**src/hdl/mstp_ram.sv**
```systemverilog
// Generic single-port-write, single-port-read synchronous RAM with registered
// read data, held when no read is issued. No dependencies.
`default_nettype none

module mstp_ram #(
    parameter int DEPTH = 32,
    parameter int WIDTH = 8
) (
    input  wire logic                     clk,
    input  wire logic                     we,
    input  wire logic [$clog2(DEPTH)-1:0] waddr,
    input  wire logic [WIDTH-1:0]         wdata,
    input  wire logic                     re,
    input  wire logic [$clog2(DEPTH)-1:0] raddr,
    output logic      [WIDTH-1:0]         rdata
);

    logic [WIDTH-1:0] mem [DEPTH];

    always_ff @(posedge clk)
    begin
        if (we)
        begin
            mem[waddr] <= wdata;
        end
    end

    always_ff @(posedge clk)
    begin
        if (re)
        begin
            rdata <= mem[raddr];
        end
    end

endmodule

`default_nettype wire

```
**config.mk**
```make
export PLATFORM = sky130hd
export DESIGN_NAME = mstp_ram
export DESIGN_NICKNAME = d
export VERILOG_FILES = /design/src/hdl/mstp_ram.sv
export SDC_FILE = /design/constraint.sdc
export NUM_CORES = 1
export LEC_CHECK = 0
export ABC_AREA = 1
export BUFFER_PORTS_ARGS = -buffer_cell sky130_fd_sc_hd__buf_2
export CAP_MARGIN = 5
export CORE_MARGIN = 5
export CORE_UTILIZATION = 62
export DETAILED_ROUTE_END_ITERATION = 8
export PLACE_DENSITY = 0.79
export SKIP_LAST_GASP = 1
export SYNTH_ARGS = -nofsm -noshare
export SYNTH_HDL_FRONTEND = slang
export SYNTH_SLANG_ARGS = --single-unit
```
**constraint.sdc**
```tcl
create_clock -name clk -period 1.5 [get_ports clk]
set_input_delay 0.075 -clock clk [delete_from_list [all_inputs] [get_ports clk]]
set_output_delay 0.075 -clock clk [all_outputs]
set_load 0.005 [all_outputs]
```
After elaboration in Yosys (flattened, before gate mapping)
Memories as Yosys holds them, arrays and structs flattened. A register that Yosys moved wholly into a read port is not among the register bits.
Cells that the tools add are included.
{"block": "totals", "register_bits": 0, "mem_bits_rw": 256, "inputBits": 21, "out_inout_bits": 8, "elab_cells": 3, "mem_count": 1}
{"block": "op_classes", "muxes": 2}
{"memory": "mem", "words": 32, "width": 8, "read_ports": 1, "rd_ports_with_merged_regs": 1, "write_ports": 1, "line": "18", "text": "logic [WIDTH-1:0] mem [DEPTH];"}
{"cell": "two-way mux 1 bit", "count": 2}

Depth between registers and ports, before layout
Gate-level depths: netlist of run 1.
{"block": "logic_depth", "ltp_word": 2, "ltp_mapped": 11, "ltp_nobuf": 9}

Worst setup path before layout of run 1
OpenSTA, ideal clock, no wires.
{"block": "synth_path", "kind": "input to register", "from": "input port waddr[0]", "to": "memory mem[0][0], enable pin", "setup_time_ns": 0.370, "arrival_time_ns": 0.739, "required_ns": 1.130, "slack_ns": 0.391, "path_stages": 3, "n_path_buf": 0, "cell_sequence": "inv_1 > nand3_1 > nor2_1"}
{"item": "start, declared", "line": "11", "text": "input wire logic [$clog2(DEPTH)-1:0] waddr,"}
{"item": "end, declared", "line": "18"}
No word-level cell before the write port.

==> metrics.txt, run 1 <==
Worst setup SP type=flop; worst rel slew slack=0.4847; fin nets=between 1000 and 1500; CTS sink cnt=around 260; GRT met1 Usage=0.3655; Remaining Overflow, GRT=0; largest net degree at the start of global routing=approximately 130; crit-path max FO=1; GR met3 Demand/Resource=0.03797; clock-pin slew on the worst setup and hold paths=about 0.060 ns; final hold slack=around 0.12 ns; hold depth=2; Clock Tree Buf Depth=3; final-report hold violation count=0; Slew @ Worst Pin=around 0.77 ns; max-slew violation count=0; Final min period=~1.3 ns; CTS tree=yes; Mean Syn Cell Area=about 12 sq um; number of remaining DRC errors=0; R2R depth=8; WL per Instance=20.47 um; Synth Instances=approximately 920; Die Width=142.4 um; setup slack, reg-to-reg=approximately 0.2 ns; PortBufs=28; # resized after CTS=0; worst min path class=in -> reg; hold path endpoint=mem[5][3]; DRT antenna net count=0; initial antenna violation count=0; Critical R2R Capture=rdata[4]; most used routing layer=met2; clk_lat worst skew=~0.52 ns; reg2reg start=mem[11][4]; yosys warns=0; H-tree Lvls=1; Placed Instances=around 1200; global-route wire length before repair=38.65 mm; #FFs+latches synth=264; layout cells sized above 1=0.1164; Die Y=around 140 um; library cells used by synthesis=11; FMAX=between 0.7 and 0.8 GHz; leakage=0.004611 uW; Syn Nets=943; Total GRT Usage=0.2530; initial drt markers=between 1000 and 1500; core area=between 0.015 and 0.02 sq mm; Core Rows=48; Worst VDD drop=0.9858 mV; fin crit share=0.8667; TritonRoute pass-1 iters=8; vias per cell=5.972; fill cell count=about 1100; Arrival @ worst endpoint=~1.6 ns; Worst Setup End Kind=flop; area delta synth->final=12.46%; DR vias=around 7300; MaxCap Viol Count=0; CTS buffer count=26; Starting Density=0.6304; # IOs=29; WL final=between 20 and 30 mm; Netlist Area Pre-Place=0.01087 sq mm; dpl hpwl=about 15 mm; number of setup violations in the final report=0; clock skew=between 0.006 and 0.007 ns; die area=0.02027 sq mm; critical path type=reg -> reg; Routability Congestion=around 0.9; pwr/cell area=1234 mW/mm^2; vias in the first global route=roughly 6800; Global Route met2 Usage=0.3925; Crit path required time=1.76 ns; Ant. Diodes=0; clk root buf=clkbuf_16; Setup Fix Bufs, Post-CTS=0; sequential element share of the synthesized area=0.7295; RSZ-0062 raised after global routing=false; non-filler cells, final=roughly 1200; hold_buf cts=5; status=finished, final reports clean; Hold Crit Start=wdata[3]
Yosys cell counts:
master | number | area [sq um]
nand2_1 | 360 | 1351
edfxtp_1 | 264 | 7928
nand3_1 | 204 | 1021
nor2_1 | 32 | 120.1
buf_6 | 24 | 270.3
buf_2 | 15 | 75.07
inv_1 | 8 | 30.03
clkbuf_1 | 7 | 26.28
buf_4 | 4 | 30.03
buf_1 | 2 | 7.510
inv_2 | 2 | 7.510
area by class of cell:
| type | count | area [sq um] | share of cell area |
|---|---|---|---|
| Sequential cell | 264 | 7928 | 0.6487 |
| Multi-Input combinational cell | 596 | 2492 | 0.2040 |
| Timing Repair Buffer | 89 | 725.7 | 0.05938 |
| Clock buffer | 36 | 709.4 | 0.05805 |
| Tap cell | 225 | 281.5 | 0.02304 |
| Clock inverter | 10 | 45.04 | 0.003686 |
| Inverter | 10 | 38.79 | 0.003174 |
cells by family after synthesis:
kind of cell	synth area share
AND/OR/NAND/NOR	0.2294
flip-flops	0.7295
buffers and inverters	0.04111
sequential cells by signal, summed over array words and instances, names as in the netlist:
name   count
mem      256
rdata      8
critical path, cell delays in order, from the launching register on:
cell	delay (ns)
edfxtp_1	0.37
nand2_1	0.08
nand3_1	0.11
nand3_1	0.13
nand2_1	0.09
nand2_1	0.07
nand2_1	0.06
nand2_1	0.05
nand2_1	0.08
per-stage QoR:
step / setup WS [ns] / setup TNS, ns / utilization / area (sq um) / total power [uW]
after CTS: 0.2247 / 0 / 0.7090 / 12220 / 15110
after floorplan: 0.3910 / 0 / - / 10870 / 9002
final: 0.2000 / 0 / 0.7090 / 12220 / 15080
after global routing: 0.08812 / 0 / 0.7090 / 12220 / 15560
after global placement: -0.01509 / -0.02970 / 0.6623 / 11420 / 9396
after detailed placement: -0.04943 / -0.1367 / 0.6623 / 11420 / 9421
routing by layer:
metal / up-vias / wire length (um)
li1: 3331 / -
met1: 3447 / 9693
met2: 486 / 11790
met3: 81 / 2586
met4: 0 / 1103
met5: - / 0
cells in the final DEF, fill, tap and decap left out:
cell type / count
inv_1: 8
buf_2: 27
nor2_1: 32
edfxtp_1: 264
nand3_1: 204
clkinvlp_4: 1
buf_4: 48
clkbuf_1: 9
clkbuf_16: 27
clkinv_1: 6
dlygate4sd3_1: 5
buf_12: 9
inv_2: 1
clkinv_2: 4
nand2_1: 360
worst max-delay path by stage:
stage	start	to	slack, ns
floorplan	waddr[0]	mem[0][0]	0.39
global placement	raddr[0]	rdata[4]	-0.02
detailed placement	raddr[0]	rdata[4]	-0.05
CTS	mem[29][4]	rdata[4]	0.22
global route	mem[3][4]	rdata[4]	0.09
finish	mem[11][4]	rdata[4]	0.20
power by group:
part / switching [uW] / internal [uW]
Combinational: 734 / 301
Clock: 2510 / 3280
Sequential: 32.4 / 8230
(Power assumes the default switching activity.)
==> run 2: changes to the inputs <==
--- a/config.mk
+++ b/config.mk
@@ -11,5 +11,5 @@
 export CORE_MARGIN = 5
-export CORE_UTILIZATION = 62
+export CORE_UTILIZATION = 56
 export DETAILED_ROUTE_END_ITERATION = 8
-export PLACE_DENSITY = 0.79
+export PLACE_DENSITY = 0.76
 export SKIP_LAST_GASP = 1
==> constraint.sdc (replaced) <==
create_clock -name clk -period 1.06 [get_ports clk]
set_input_delay 0.212 -clock clk [delete_from_list [all_inputs] [get_ports clk]]
set_output_delay 0.212 -clock clk [all_outputs]
set_load 0.005 [all_outputs]
==> metrics.txt, run 2 (same netlist as run 1, synthesis figures left out) <==
status=finished with violations; failing checks=setup timing; Ant. Diodes=0 (unchanged); Setup Fix Bufs, Post-CTS=0 (unchanged); vias per cell=5.728 (-4.1%); Top reg by flops=mem; most common cell after layout, fill and taps aside=nand2_1; initial antenna violation count=0 (unchanged); Largest register FFs=256 (unchanged); number of remaining DRC errors=0 (unchanged); CP max stage delay=0.44 ns (+0.07 ns); Setup WS pre-CTS=-0.5467 ns (-0.4973 ns); biggest regs=mem: 256 flops, rdata: 8 flops; worst rel slew slack=0.5138 (+0.02905); RSZ-0062 raised after global routing=true; Worst setup SP type=flop; DR vias=7366 (+0.29%); die area=0.02229 sq mm (+9.9%); final-report hold violation count=0 (unchanged); fin crit share=1.253; initial drt markers=936 (-13%); hold depth=1 (-1); Critical R2R Capture=rdata[0]; MaxCap Viol Count=0 (unchanged); area delta synth->final=17.24%; number of setup violations in the final report=16 (+16); WL final=26.06 mm (+3.5%); leakage=0.004833 uW (+4.8%); critical path type=reg -> out; R2R depth=8 (unchanged); CP Buf/Inv Count=1 (+1); layout cells sized above 1=0.2106 (+0.09416); Worst VDD drop=1.411 mV (+43%); largest net degree at the start of global routing=65 (-50%); global-route wire length before repair=40.36 mm (+4.4%); fin nets=1027 (+1.9%); worst min path class=in -> reg; core area=0.01927 sq mm (+12%); Hold Crit Start=re; Slew @ Worst Pin=0.7293 ns (-0.04357 ns); CP delay by family, top=flip-flops; max-slew violation count=0 (unchanged); hold path endpoint=rdata[0]; TritonRoute pass-1 iters=7 (-1); dpl hpwl=15.83 mm (+7.5%); CTS tree=yes; Final min period=between 1 and 1.5 ns; FMAX=0.7529 GHz; CTS buffer count=26 (unchanged); WL per Instance=20.26 um (-1.0%); Core Rows=51 (+6.3%); Slowest cell on crit path=edfxtp_1; clk root buf=clkbuf_16; # IOs=29 (unchanged); Total GRT Usage=0.2375 (-0.01550); final worst-path setup slack=-0.2683 ns (-0.4683 ns); H-tree Lvls=1 (unchanged); clock skew=0.006461 ns (-0.0002341 ns); clock-pin slew on the worst setup and hold paths=0.06 ns (about the same); crit-path max FO=1 (unchanged); Finished Core Util=0.6611 (-0.04790); DRT antenna net count=0 (unchanged); final hold slack=0.06734 ns (-0.04863 ns); CTS sink cnt=264 (unchanged); vias in the first global route=7024 (+3.6%); Routability Congestion=0.8583 (-5.2%); Clock Tree Buf Depth=3 (unchanged); pwr/cell area=1707 mW/mm^2 (+38%); Die Width=149.3 um (+4.9%); Die Y=149.3 um (+4.9%); clk_lat worst skew=0.52 ns (about the same); Remaining Overflow, GRT=0 (unchanged); Starting Density=0.5639 (-0.06656); setup slack, reg-to-reg=-0.18 ns (-0.38 ns); reg2reg start=mem[19][0]; CP Cell Sequence=buf_2; Worst Setup End Kind=primary output; hold_buf cts=0 (-5); Crit path required time=0.85 ns (-0.91 ns); most frequent cells in the layout=336 x nand2_1, 264 x edfxtp_1, 159 x nand3_1, 71 x buf_4, 45 x nand3_2; Final Power=21740 uW (+44%); Arrival @ worst endpoint=1.12 ns (-0.44 ns); PortBufs=28 (unchanged)
[run 2: final cells by class]
type | instances | area, sq um
fillers | 1394 | 6531
multi-input cells | 596 | 2783
flip-flops and latches | 264 | 7928
inverters | 10 | 53.80
clock buffers | 32 | 694.4
repair buffers | 108 | 874.6
well taps | 265 | 331.6
clock inverters | 11 | 75.07
[run 2: timing repair]
item,in CTS,in global routing
pin swaps,37,47
endpoints found under the hold margin,0,0
cloned,0,0
gates resized for setup,25,45
endpoints found under the setup margin,16,16
[run 2: how the worst max path moves through the flow]
stage | depth (start not counted) | start | slack, ns | end
CTS | 1 | rdata[4] | -0.27 | rdata[4]
detailed placement | 10 | raddr[1] | -0.55 | rdata[2]
floorplan | 3 | waddr[0] | -0.19 | mem[0][0]
global placement | 10 | raddr[1] | -0.51 | rdata[2]
finish | 1 | rdata[4] | -0.27 | rdata[4]
global route | 1 | rdata[6] | -0.29 | rdata[6]
[run 2: where the power goes]
group,leakage (uW),switching [uW],internal (uW),total (uW)
clock network,0.000382,3590,4840,8420
logic,0.00206,1110,516,1620
registers,0.00239,44.5,11700,11700
[run 2: layer usage]
layer,vias up,track usage,share of wire
met1,3530,0.3437,0.39
met5,-,0,0
met3,59,0.03251,0.091
met4,0,0.06865,0.027
met2,407,0.3829,0.49
li1,3370,-,-
[run 2: through the flow]
stage	setup TNS, ns	area [sq um]	std cells
after floorplan	-43.76	10990	922
after global placement	-56.51	11680	1243
after detailed placement	-62.54	11680	1243
after CTS	-3.024	12550	1286
after global routing	-3.769	12740	1286
final	-2.913	12740	1286
