`src/hdl/mstp_pkg.sv`:
```
// Package for the maximum spanning tree engine: sizes, payload words,
// memory entry layouts, controller state codes and the pair address helper.
// No dependencies.
`default_nettype none

package mstp_pkg;

    localparam int MAX_VERTICES = 32;
    localparam int WEIGHT_BITS  = 16;

    localparam int VIDX_W    = $clog2(MAX_VERTICES);
    localparam int CNT_W     = $clog2(MAX_VERTICES + 1);
    localparam int MAT_AW    = 2 * VIDX_W;
    localparam int MAT_DEPTH = MAX_VERTICES * MAX_VERTICES;
    localparam int TOTAL_W   = WEIGHT_BITS + VIDX_W;

    // configuration port
    localparam int PADDR_W  = 2;
    localparam int PDATA_W  = 32;
    localparam int VCOUNT_W = 6;
    localparam logic [PADDR_W-1:0]  ADDR_VCOUNT  = '0;
    localparam logic [VCOUNT_W-1:0] VCOUNT_RESET = 6'd32;

    typedef enum logic
    {
        OP_LOAD  = 1'b0,
        OP_START = 1'b1
    } op_t;

    typedef struct packed
    {
        op_t         operation;
        logic [4:0]  vertex_a;
        logic [4:0]  vertex_b;
        logic [15:0] edge_weight;
    } req_t;

    typedef struct packed
    {
        logic [4:0]  vertex;
        logic [4:0]  parent;
        logic [15:0] tree_weight;
        logic        reached;
        logic [20:0] total_weight;
        logic        last;
    } rsp_t;

    // one weight matrix entry, stored once per unordered vertex pair
    typedef struct packed
    {
        logic                   present;
        logic [WEIGHT_BITS-1:0] weight;
    } mat_t;

    // one per-vertex entry of the tree state memory
    typedef struct packed
    {
        logic                   visited;
        logic                   key_ok;
        logic [WEIGHT_BITS-1:0] key_val;
        logic [VIDX_W-1:0]      parent;
    } vert_t;

    // matrix port request from the tree controller
    typedef struct packed
    {
        logic              rd_en;
        logic [MAT_AW-1:0] rd_addr;
        logic              wr_en;
        logic [MAT_AW-1:0] wr_addr;
        mat_t              wr_data;
    } mat_req_t;

    typedef enum logic [2:0]
    {
        ST_CLEAR,
        ST_IDLE,
        ST_INIT,
        ST_SELECT,
        ST_RELAX,
        ST_EMIT_RD,
        ST_EMIT_LD
    } state_t;

    // matrix address of an unordered pair: {smaller, larger}
    function automatic logic [MAT_AW-1:0] pair_addr(input logic [VIDX_W-1:0] a,
                                                     input logic [VIDX_W-1:0] b);
        logic [MAT_AW-1:0] addr;
        if (a < b)
        begin
            addr = {a, b};
        end
        else
        begin
            addr = {b, a};
        end
        return addr;
    endfunction

endpackage

`default_nettype wire

```
`src/hdl/mstp_ram.sv`:
```
// Generic single-port-write, single-port-read synchronous RAM with registered
// read data, held when no read is issued. No dependencies.
`default_nettype none

module mstp_ram #(
    parameter int DEPTH = 32,
    parameter int WIDTH = 8
) (
    input  wire logic                     clk,
    input  wire logic                     we,
    input  wire logic [$clog2(DEPTH)-1:0] waddr,
    input  wire logic [WIDTH-1:0]         wdata,
    input  wire logic                     re,
    input  wire logic [$clog2(DEPTH)-1:0] raddr,
    output logic      [WIDTH-1:0]         rdata
);

    logic [WIDTH-1:0] mem [DEPTH];

    always_ff @(posedge clk)
    begin
        if (we)
        begin
            mem[waddr] <= wdata;
        end
    end

    always_ff @(posedge clk)
    begin
        if (re)
        begin
            rdata <= mem[raddr];
        end
    end

endmodule

`default_nettype wire

```
`src/hdl/mstp_ctrl.sv`:
```
// Tree controller: matrix clear sweep, per-run vertex state init, select and
// relax rounds over the vertex memory, result emission into the output word.
// Depends on mstp_pkg and mstp_ram.
`default_nettype none

module mstp_ctrl (
    input  wire logic                       clk,
    input  wire logic                       rst_n,
    input  wire logic                       start,
    input  wire logic [mstp_pkg::CNT_W-1:0] n,
    output logic                            busy,
    output mstp_pkg::mat_req_t              mat_req,
    input  wire mstp_pkg::mat_t             mat_rdata,
    output logic                            rsp_valid,
    input  wire logic                       rsp_stall,
    output mstp_pkg::rsp_t                  rsp_data
);

    localparam int W  = mstp_pkg::WEIGHT_BITS;
    localparam int VW = mstp_pkg::VIDX_W;
    localparam int CW = mstp_pkg::CNT_W;
    localparam int TW = mstp_pkg::TOTAL_W;

    mstp_pkg::state_t state_reg, state_next;

    logic [CW-1:0]               issue_idx_reg;
    logic                        d_vld_reg;
    logic [VW-1:0]               d_idx_reg;
    logic [mstp_pkg::MAT_AW-1:0] clr_idx_reg;
    logic                        found_reg;
    logic [W-1:0]                best_reg;
    logic [VW-1:0]               pick_reg;
    logic [TW-1:0]               total_reg;
    logic                        rsp_valid_reg;
    mstp_pkg::rsp_t              rsp_reg;

    // vertex memory port
    logic            v_we;
    logic [VW-1:0]   v_waddr;
    mstp_pkg::vert_t v_wdata;
    logic            v_re;
    logic [VW-1:0]   v_raddr;
    mstp_pkg::vert_t v_rdata;

    mstp_ram #(
        .DEPTH (mstp_pkg::MAX_VERTICES),
        .WIDTH ($bits(mstp_pkg::vert_t))
    ) u_vmem (
        .clk   (clk),
        .we    (v_we),
        .waddr (v_waddr),
        .wdata (v_wdata),
        .re    (v_re),
        .raddr (v_raddr),
        .rdata (v_rdata)
    );

    logic            issue_ok;
    logic            last_data;
    logic            cand;
    logic            found_now;
    logic            relax_hit;
    mstp_pkg::vert_t rel_entry;
    mstp_pkg::vert_t init_entry;
    logic            out_free;
    logic            emit_last;
    logic [W-1:0]    add_w;
    logic [TW-1:0]   sum;

    always_comb
    begin
        issue_ok  = issue_idx_reg < n;
        last_data = d_vld_reg && (CW'(d_idx_reg) == (n - CW'(1)));
        cand      = d_vld_reg && !v_rdata.visited && v_rdata.key_ok &&
                    (!found_reg || (v_rdata.key_val > best_reg));
        found_now = found_reg || cand;

        // raise the key of an unvisited neighbour when the edge is heavier
        relax_hit = mat_rdata.present && !v_rdata.visited &&
                    (!v_rdata.key_ok || (v_rdata.key_val < mat_rdata.weight));
        rel_entry = v_rdata;
        if (d_idx_reg == pick_reg)
        begin
            rel_entry.visited = 1'b1;
        end
        else if (relax_hit)
        begin
            rel_entry.key_ok  = 1'b1;
            rel_entry.key_val = mat_rdata.weight;
            rel_entry.parent  = pick_reg;
        end

        init_entry        = '0;
        init_entry.key_ok = (issue_idx_reg == '0);

        out_free  = !rsp_valid_reg || !rsp_stall;
        emit_last = issue_idx_reg == (n - CW'(1));
        add_w     = v_rdata.key_ok ? v_rdata.key_val : '0;
        sum       = total_reg + TW'(add_w);
    end

    // next state
    always_comb
    begin
        state_next = state_reg;
        unique case (state_reg)
            mstp_pkg::ST_CLEAR:
            begin
                if (clr_idx_reg == '1)
                begin
                    state_next = mstp_pkg::ST_IDLE;
                end
            end
            mstp_pkg::ST_IDLE:
            begin
                if (start)
                begin
                    state_next = mstp_pkg::ST_INIT;
                end
            end
            mstp_pkg::ST_INIT:
            begin
                if (issue_idx_reg == CW'(mstp_pkg::MAX_VERTICES - 1))
                begin
                    state_next = mstp_pkg::ST_SELECT;
                end
            end
            mstp_pkg::ST_SELECT:
            begin
                if (last_data)
                begin
                    state_next = found_now ? mstp_pkg::ST_RELAX : mstp_pkg::ST_EMIT_RD;
                end
            end
            mstp_pkg::ST_RELAX:
            begin
                if (last_data)
                begin
                    state_next = mstp_pkg::ST_SELECT;
                end
            end
            mstp_pkg::ST_EMIT_RD:
            begin
                state_next = mstp_pkg::ST_EMIT_LD;
            end
            mstp_pkg::ST_EMIT_LD:
            begin
                if (out_free)
                begin
                    state_next = emit_last ? mstp_pkg::ST_CLEAR : mstp_pkg::ST_EMIT_RD;
                end
            end
            default:
            begin
                state_next = mstp_pkg::ST_CLEAR;
            end
        endcase
    end

    // memory requests
    always_comb
    begin
        v_we    = 1'b0;
        v_waddr = '0;
        v_wdata = '0;
        v_re    = 1'b0;
        v_raddr = issue_idx_reg[VW-1:0];
        mat_req = '0;
        busy    = state_reg != mstp_pkg::ST_IDLE;
        unique case (state_reg)
            mstp_pkg::ST_CLEAR:
            begin
                mat_req.wr_en   = 1'b1;
                mat_req.wr_addr = clr_idx_reg;
            end
            mstp_pkg::ST_IDLE:
            begin
            end
            mstp_pkg::ST_INIT:
            begin
                v_we    = 1'b1;
                v_waddr = issue_idx_reg[VW-1:0];
                v_wdata = init_entry;
            end
            mstp_pkg::ST_SELECT:
            begin
                v_re = issue_ok;
            end
            mstp_pkg::ST_RELAX:
            begin
                v_re            = issue_ok;
                mat_req.rd_en   = issue_ok;
                mat_req.rd_addr = mstp_pkg::pair_addr(pick_reg, issue_idx_reg[VW-1:0]);
                v_we            = d_vld_reg;
                v_waddr         = d_idx_reg;
                v_wdata         = rel_entry;
            end
            mstp_pkg::ST_EMIT_RD:
            begin
                v_re = 1'b1;
            end
            mstp_pkg::ST_EMIT_LD:
            begin
            end
            default:
            begin
            end
        endcase
    end

    always_ff @(posedge clk or negedge rst_n)
    begin
        if (!rst_n)
        begin
            state_reg     <= mstp_pkg::ST_CLEAR;
            issue_idx_reg <= '0;
            d_vld_reg     <= 1'b0;
            d_idx_reg     <= '0;
            clr_idx_reg   <= '0;
            found_reg     <= 1'b0;
            best_reg      <= '0;
            pick_reg      <= '0;
            total_reg     <= '0;
            rsp_valid_reg <= 1'b0;
        end
        else
        begin
            state_reg <= state_next;
            d_vld_reg <= 1'b0;
            if (rsp_valid_reg && !rsp_stall)
            begin
                rsp_valid_reg <= 1'b0;
            end
            unique case (state_reg)
                mstp_pkg::ST_CLEAR:
                begin
                    clr_idx_reg <= clr_idx_reg + 1'b1;
                end
                mstp_pkg::ST_IDLE:
                begin
                    issue_idx_reg <= '0;
                    total_reg     <= '0;
                end
                mstp_pkg::ST_INIT:
                begin
                    found_reg <= 1'b0;
                    if (issue_idx_reg == CW'(mstp_pkg::MAX_VERTICES - 1))
                    begin
                        issue_idx_reg <= '0;
                    end
                    else
                    begin
                        issue_idx_reg <= issue_idx_reg + 1'b1;
                    end
                end
                mstp_pkg::ST_SELECT:
                begin
                    if (issue_ok)
                    begin
                        issue_idx_reg <= issue_idx_reg + 1'b1;
                    end
                    d_vld_reg <= issue_ok;
                    d_idx_reg <= issue_idx_reg[VW-1:0];
                    if (cand)
                    begin
                        found_reg <= 1'b1;
                        best_reg  <= v_rdata.key_val;
                        pick_reg  <= d_idx_reg;
                    end
                    if (last_data)
                    begin
                        found_reg     <= 1'b0;
                        // emission starts at vertex 1
                        issue_idx_reg <= found_now ? '0 : CW'(1);
                    end
                end
                mstp_pkg::ST_RELAX:
                begin
                    if (issue_ok)
                    begin
                        issue_idx_reg <= issue_idx_reg + 1'b1;
                    end
                    d_vld_reg <= issue_ok;
                    d_idx_reg <= issue_idx_reg[VW-1:0];
                    if (last_data)
                    begin
                        issue_idx_reg <= '0;
                    end
                end
                mstp_pkg::ST_EMIT_RD:
                begin
                end
                mstp_pkg::ST_EMIT_LD:
                begin
                    if (out_free)
                    begin
                        rsp_valid_reg <= 1'b1;
                        total_reg     <= sum;
                        issue_idx_reg <= emit_last ? '0 : issue_idx_reg + 1'b1;
                    end
                end
                default:
                begin
                end
            endcase
        end
    end

    always_ff @(posedge clk)
    begin
        if ((state_reg == mstp_pkg::ST_EMIT_LD) && out_free)
        begin
            rsp_reg.vertex       <= 5'(issue_idx_reg);
            rsp_reg.parent       <= v_rdata.key_ok ? 5'(v_rdata.parent) : 5'd0;
            rsp_reg.tree_weight  <= 16'(add_w);
            rsp_reg.reached      <= v_rdata.key_ok;
            rsp_reg.total_weight <= emit_last ? 21'(sum) : 21'd0;
            rsp_reg.last         <= emit_last;
        end
    end

    assign rsp_valid = rsp_valid_reg;
    assign rsp_data  = rsp_reg;

endmodule

`default_nettype wire

```
`config.mk`:
```
export PLATFORM = sky130hd
export DESIGN_NAME = mstp_ctrl
export DESIGN_NICKNAME = d
export VERILOG_FILES = /design/src/hdl/mstp_pkg.sv /design/src/hdl/mstp_ram.sv /design/src/hdl/mstp_ctrl.sv
export SDC_FILE = /design/constraint.sdc
export NUM_CORES = 1
export LEC_CHECK = 0
export BUFFER_PORTS_ARGS = -buffer_cell sky130_fd_sc_hd__buf_2
export CAP_MARGIN = 30
export CORE_AREA = 2 2 275 277
export DETAILED_ROUTE_END_ITERATION = 12
export DIE_AREA = 0 0 277 279
export PLACE_DENSITY = 0.66
export SYNTH_ARGS = -nofsm -noshare
export SYNTH_HDL_FRONTEND = slang
export SYNTH_SLANG_ARGS = --single-unit
```
`constraint.sdc`:
```
create_clock -name clk -period 10.1 [get_ports clk]
set_input_delay 1.515 -clock clk [delete_from_list [all_inputs] [get_ports clk]]
set_output_delay 1.515 -clock clk [all_outputs]
set_load 0.005 [all_outputs]
```
[Word-level counts from Yosys, hierarchy flattened]
Memory sizes are Yosys's and may differ from the RTL's. A register that Yosys moved wholly into a read port is not among the register bits.
Index checks and enable logic that the tools add are counted.
W data, S select, Z words.
Cells by class
  add/sub/neg operators: 4
  $lt $le $gt $ge: 4
  equal/unequal tests: 19
  multiplexer cells: 39
  reductions and logical operators: 28
Operators by type and width (number)
  $pmux W23 S2: 1
  $mux W22: 2
  $pmux W21 S2: 1
  $mux W6: 6
  $pmux W6 S5: 1
  $mux W11: 2
  $add A21 B16 Y21: 1
  $mux W21: 1
  $mux W3: 7
  $pmux W3 S7: 1
  $gt A16 B16 Y1: 1
  $lt A16 B16 Y1: 1
  $mux W16: 1
  $ne A2 B2 Y1 const B: 6
  $mux W1: 11
  $add A10 B1 Y10 const B: 1
  $eq A10 B10 Y1 const B: 1
  $mux W10: 1
  $pmux W5 S2: 1
  $eq A3 B3 Y1 const B: 3
  $logic_and A1 B1 Y1: 8
  $reduce_and A2 Y1: 4
  $add A6 B1 Y6 const B: 1
  $eq A3 B2 Y1 const B: 2
  other kinds (19): 29
Word-level totals
  flip-flop bits (word level): 118
  memory bits (writable): 736
  bits of input ports: 27
  output and inout bits: 90
  word-level logic and storage cells: 111
  memories kept: 1
Memories
  u_vmem.mem: words 32, bits a word 23, read ports 1, clocked after Yosys merged registers in 1, write ports 1, line mstp_ram.sv:18  | logic [WIDTH-1:0] mem [DEPTH];

[Longest topological paths before layout]
  depth in word-level cells: 8
  mapped depth: 11
  gate-level depth less buffers: 11

[Cells and area by module]
Synthesis repeated with hierarchy kept, for this count alone.
Second synthesis, totals
  cells, all modules: 2421
  area total of the unflattened synthesis: 37225.7 µm²
By module, submodules not included
  mstp_ram: times used 1, cells an instance 1619, area each 29473.3 µm², seq. area each 22791.9 µm²
  mstp_ctrl: times used 1, cells an instance 802, area each 7752.4 µm², seq. area each 3198.1 µm²

[Least setup slack after synthesis]
No wires, ideal clock.
  kind: input to register
  start: in n[4] in the netlist's numbering
  end: reg u_vmem.rdata[0], read port of u_vmem.mem (enable)
  library setup time: 0.435 ns
  arrival time: 4.084 ns
  required time: 9.665 ns
  path slack: 5.581 ns
  stages on the path: 5
  buffers on the path: 0
  cells stage by stage: inv_1 ha_1 or3_1 o22a_1 o21ai_0
Between the ends
  word-level cells in the longest chain between the ends: 2
Ends and longest elaborated chain
  from (decl): line mstp_ctrl.sv:10  | input wire logic [mstp_pkg::CNT_W-1:0] n,
  $lt A6 B6 Y1: line mstp_ctrl.sv:72  | issue_ok = issue_idx_reg < n;
  $pmux W1 S2: line mstp_ctrl.sv:170  | unique case (state_reg)
  named net u_vmem.re: line mstp_ram.sv:13  | input wire logic re,
  to (decl): line mstp_ram.sv:15  | output logic [WIDTH-1:0] rdata
The timed path passes the listed nets, and every way through them passes these cells.
A chain may end at the register's enable or synchronous reset.

==> summary.txt <==
Layout
  – Share of layout cells above drive strength 1: 0.272
  – Post-route cell area: 42300 µm²
  – Max reg flops: 736
  – Reg with most FFs: u_vmem.mem
  – Core Util, Final: 0.571
  – N_diodes: 0
  – Fill cell count: 5492
  – Nets: 2323
  – Area Growth Syn to Fin: 14.4%

Power and ir drop
  – Cell area power density: 270 nW/µm²
  – Logic pwr share: 0.289
  – Clk pwr share: 0.296
  – Pleak: 14.9 nW
  – Int Power: 7.88 mW
  – Net switching power: 3.54 mW
  – Worst vdd ir: 134 µV
  – Sw Share: 0.310
  – Flop pwr share: 0.416

Route
  – Wl on met1: 38300 µm
  – DR vias/cell: 6.30
  – Met3 wire length: 8940 µm
  – DRT Pass-1 Iters: 6
  – Met2 WL: 45200 µm
  – Routed WL per cell: 29.0 µm
  – DRC: 0
  – Vias: 20.7k
  – Detailed Route WL: 95100 µm
  – Top sig layer: met4
  – Post-DRT Antenna Nets: 0
  – DRT iter0 DRCs: 3027

Floorplanning
  – Initial Utilization: 0.499
  – Placeable core region: 74100 µm²
  – Rows: 100
  – Die area: 77300 µm²
  – I/O pins: 117
  – Die height: 279 µm
  – Die Span X: 277 µm

STA
  – Tcrit/Tclk final: 0.545
  – Worst slew pin tran: 1.13 ns
  – Fin crit period: 5.50 ns
  – Fmax: 182 MHz
  – Setup TNS: 0 ns
  – Final Setup Violations: 0
  – Relative slew slack: 0.248
  – Clock Skew: 0.0225 ns
  – Final Hold Viols: 0
  – RSZ-0062 raised after global routing: no
  – Setup ws final: 4.60 ns
  – Final-report max-slew violation count: 0

Yosys
  – Seq cells post-synth: 877
  – Top_reg_cell synth: edfxtp_1
  – Post-Syn Instances: 2067
  – Synth Area in Compound Gates: 0.0320
  – Largest area contributor in the netlist: edfxtp_1
  – Top-count cell post-synth: edfxtp_1
  – Share of the synthesized area in the top cell type: 0.657
  – Syn. warnings: 0
  – Post-Synth Simple-Gate Area: 0.0606
  – Syn Std Cell Area: 37000 µm²
  – Commonest cells in the netlist: edfxtp_1, mux4_2, nand2_1
  – FFs w/ async S/R, synth: 0.0787
  – XOR/XNOR share of the synthesized area: 0.0110
  – Post-synth cell types: 64
  – Post-synthesis adder-cell area fraction: 0.0212
  – Sequential cell area fraction in the yosys report: 0.703
  – Largest cells by area after synthesis: edfxtp_1, mux4_2, dfrtp_1
  – Post-synthesis mux area share: 0.150
  – Largest family of logic cells by synthesized area: multiplexers
  – Syn Area/Cell: 17.9 µm²
  – Post-synth EDFFs: 808

Global routing
  – First-pass GRT wire length: 138000 µm
  – Overflow after GRT: 0
  – Largest net degree at the start of global routing: 160
  – Initial antenna violation count: 1
  – Gr usage total: 0.247
  – Vias in the first global route: 20.3k

Placement
  – Gpl congestion: 0.821
  – HPWL Detailed: 55400 µm
  – Place WS: 4.72 ns
  – Placed cell areas: 38900 µm²
  – Port bufs: 99

Worst setup path
  – Crit path max-delay cell type: clkinv_2
  – Worst Path Arrival: 3.99 ns
  – Crit-path max cell delay: 0.87 ns
  – Reg-to-Reg Start: u_vmem.rdata[10]
  – Worst Path Class, Setup: flip-flop to primary output
  – Crit path capture type: primary output
  – Crit path from: issue_idx_reg[3]
  – Element type at the critical path start: flip-flop
  – Crit-path max FO: 26
  – Crit-path cells: clkinv_2, ha_1, a21o_1, a21oi_1, buf_4, mux2i_1, nor2_1, buf_2
  – CP required: 8.59 ns

Clocking
  – Reg clk slew, reported paths: 0.06 ns
  – Clock buffer count from CTS: 90
  – Worst skew pair latency: 0.65 ns
  – CTS Hold Buffers Added: 0
  – CTS Sinks: 877
  – Clock Tree Buf Depth: 3
  – CTS tree: built
  – Post-cts sizing count: 0
  – Post-CTS Setup Bufs: 0
  – CTS Root Buffer Type: clkbuf_16
  – H-Tree Depth: 3

Flow run
  – Max-cap viol count: 0

Outcome
  – Status: finished clean

Min path
  – Worst min path class: flip-flop to flip-flop
  – HP Start: clr_idx_reg[3]
==> layout by cell type, fill, tap and decap left out, drive strengths merged, types with 30 or more instances in the layout <==
cell,netlist,routed
edfxtp,808,808
mux4,230,230
buf,44,186
nand2,126,126
clkbuf,83,111
nor2,103,103
dfrtp,69,69
inv,57,62
ha,61,61
nand3,52,52
o21ai,48,48
clkinv,2,37
and2,34,34
nand4,33,33
a21oi,32,32
a31oi,31,31
xnor2,30,30
==> worst max-delay path: cells and delay by family, from the launching register on <==
family          cells  cell delay, ns
simple gates        1            0.07
compound gates      2            0.46
mux                 1            0.21
buf+inv             3            1.28
flops               1            0.73
fa+ha+maj           1            0.59
==> per-stage QoR <==
| step | hold WS, ns | instances | power [mW] |
|---|---|---|---|
| final | 0.493 | 3278 | 11.4 |
| after global routing | 0.518 | 3278 | 11.9 |
| after CTS | 0.499 | 3262 | 11.4 |
| after detailed placement | 0.490 | 3095 | 8.04 |
| after global placement | 0.480 | 3081 | 7.94 |
| after floorplan | 0.449 | 2083 | 7.03 |
==> power groups by stage <==
stage / combinational, mW / clock (mW) / sequential (mW)
2_1_floorplan: 2.40 / 0 / 4.63
3_3_place_gp: 3.13 / 0 / 4.81
3_5_place_dp: 3.22 / 0 / 4.82
4_1_cts: 3.23 / 3.42 / 4.75
5_1_grt: 3.55 / 3.55 / 4.77
6_report: 3.30 / 3.38 / 4.75
==> cell families after synthesis <==
family                   Yosys count
buffers and inverters            186
multiplexers                     265
adder cells (fa/ha/maj)           62
other                              1
XOR/XNOR                          45
AND/OR/NAND/NOR                  450
AO/OA/AOI/OAI                    181
flip-flops                       877
==> layer usage <==
| layer | global-route usage | vias up |
|---|---|---|
| met2 | 0.386 | 1155 |
| met4 | 0.0740 | 0 |
| met3 | 0.0449 | 185 |
| li1 | - | 8575 |
| met5 | 0 | - |
| met1 | 0.357 | 10700 |
==> worst paths after layout <==
path | depth (start not counted) | slack (ns) | endpoint
min in group asynchronous | 2 | 0.85 | clr_idx_reg[8]
setup reg to reg | 9 | 5.85 | u_vmem.mem[21][13]
setup / recovery | 8 | 4.60 | mat_req[29]
hold / removal | 1 | 0.49 | clr_idx_reg[3]
max in group asynchronous | 3 | 8.67 | total_reg[13]
hold reg to reg | 1 | 0.49 | clr_idx_reg[3]
==> layout make-up <==
type / count / area (µm²) / share of cell area
multi-input cells: 1020 / 10400 / 0.245
clock buffers: 111 / 2380 / 0.0563
repair buffers: 186 / 1500 / 0.0355
well taps: 969 / 1210 / 0.0287
flip-flops and latches: 877 / 26000 / 0.615
inverters: 59 / 223 / 0.00527
clock inverters: 56 / 611 / 0.0144
(Power assumes the default switching activity.)
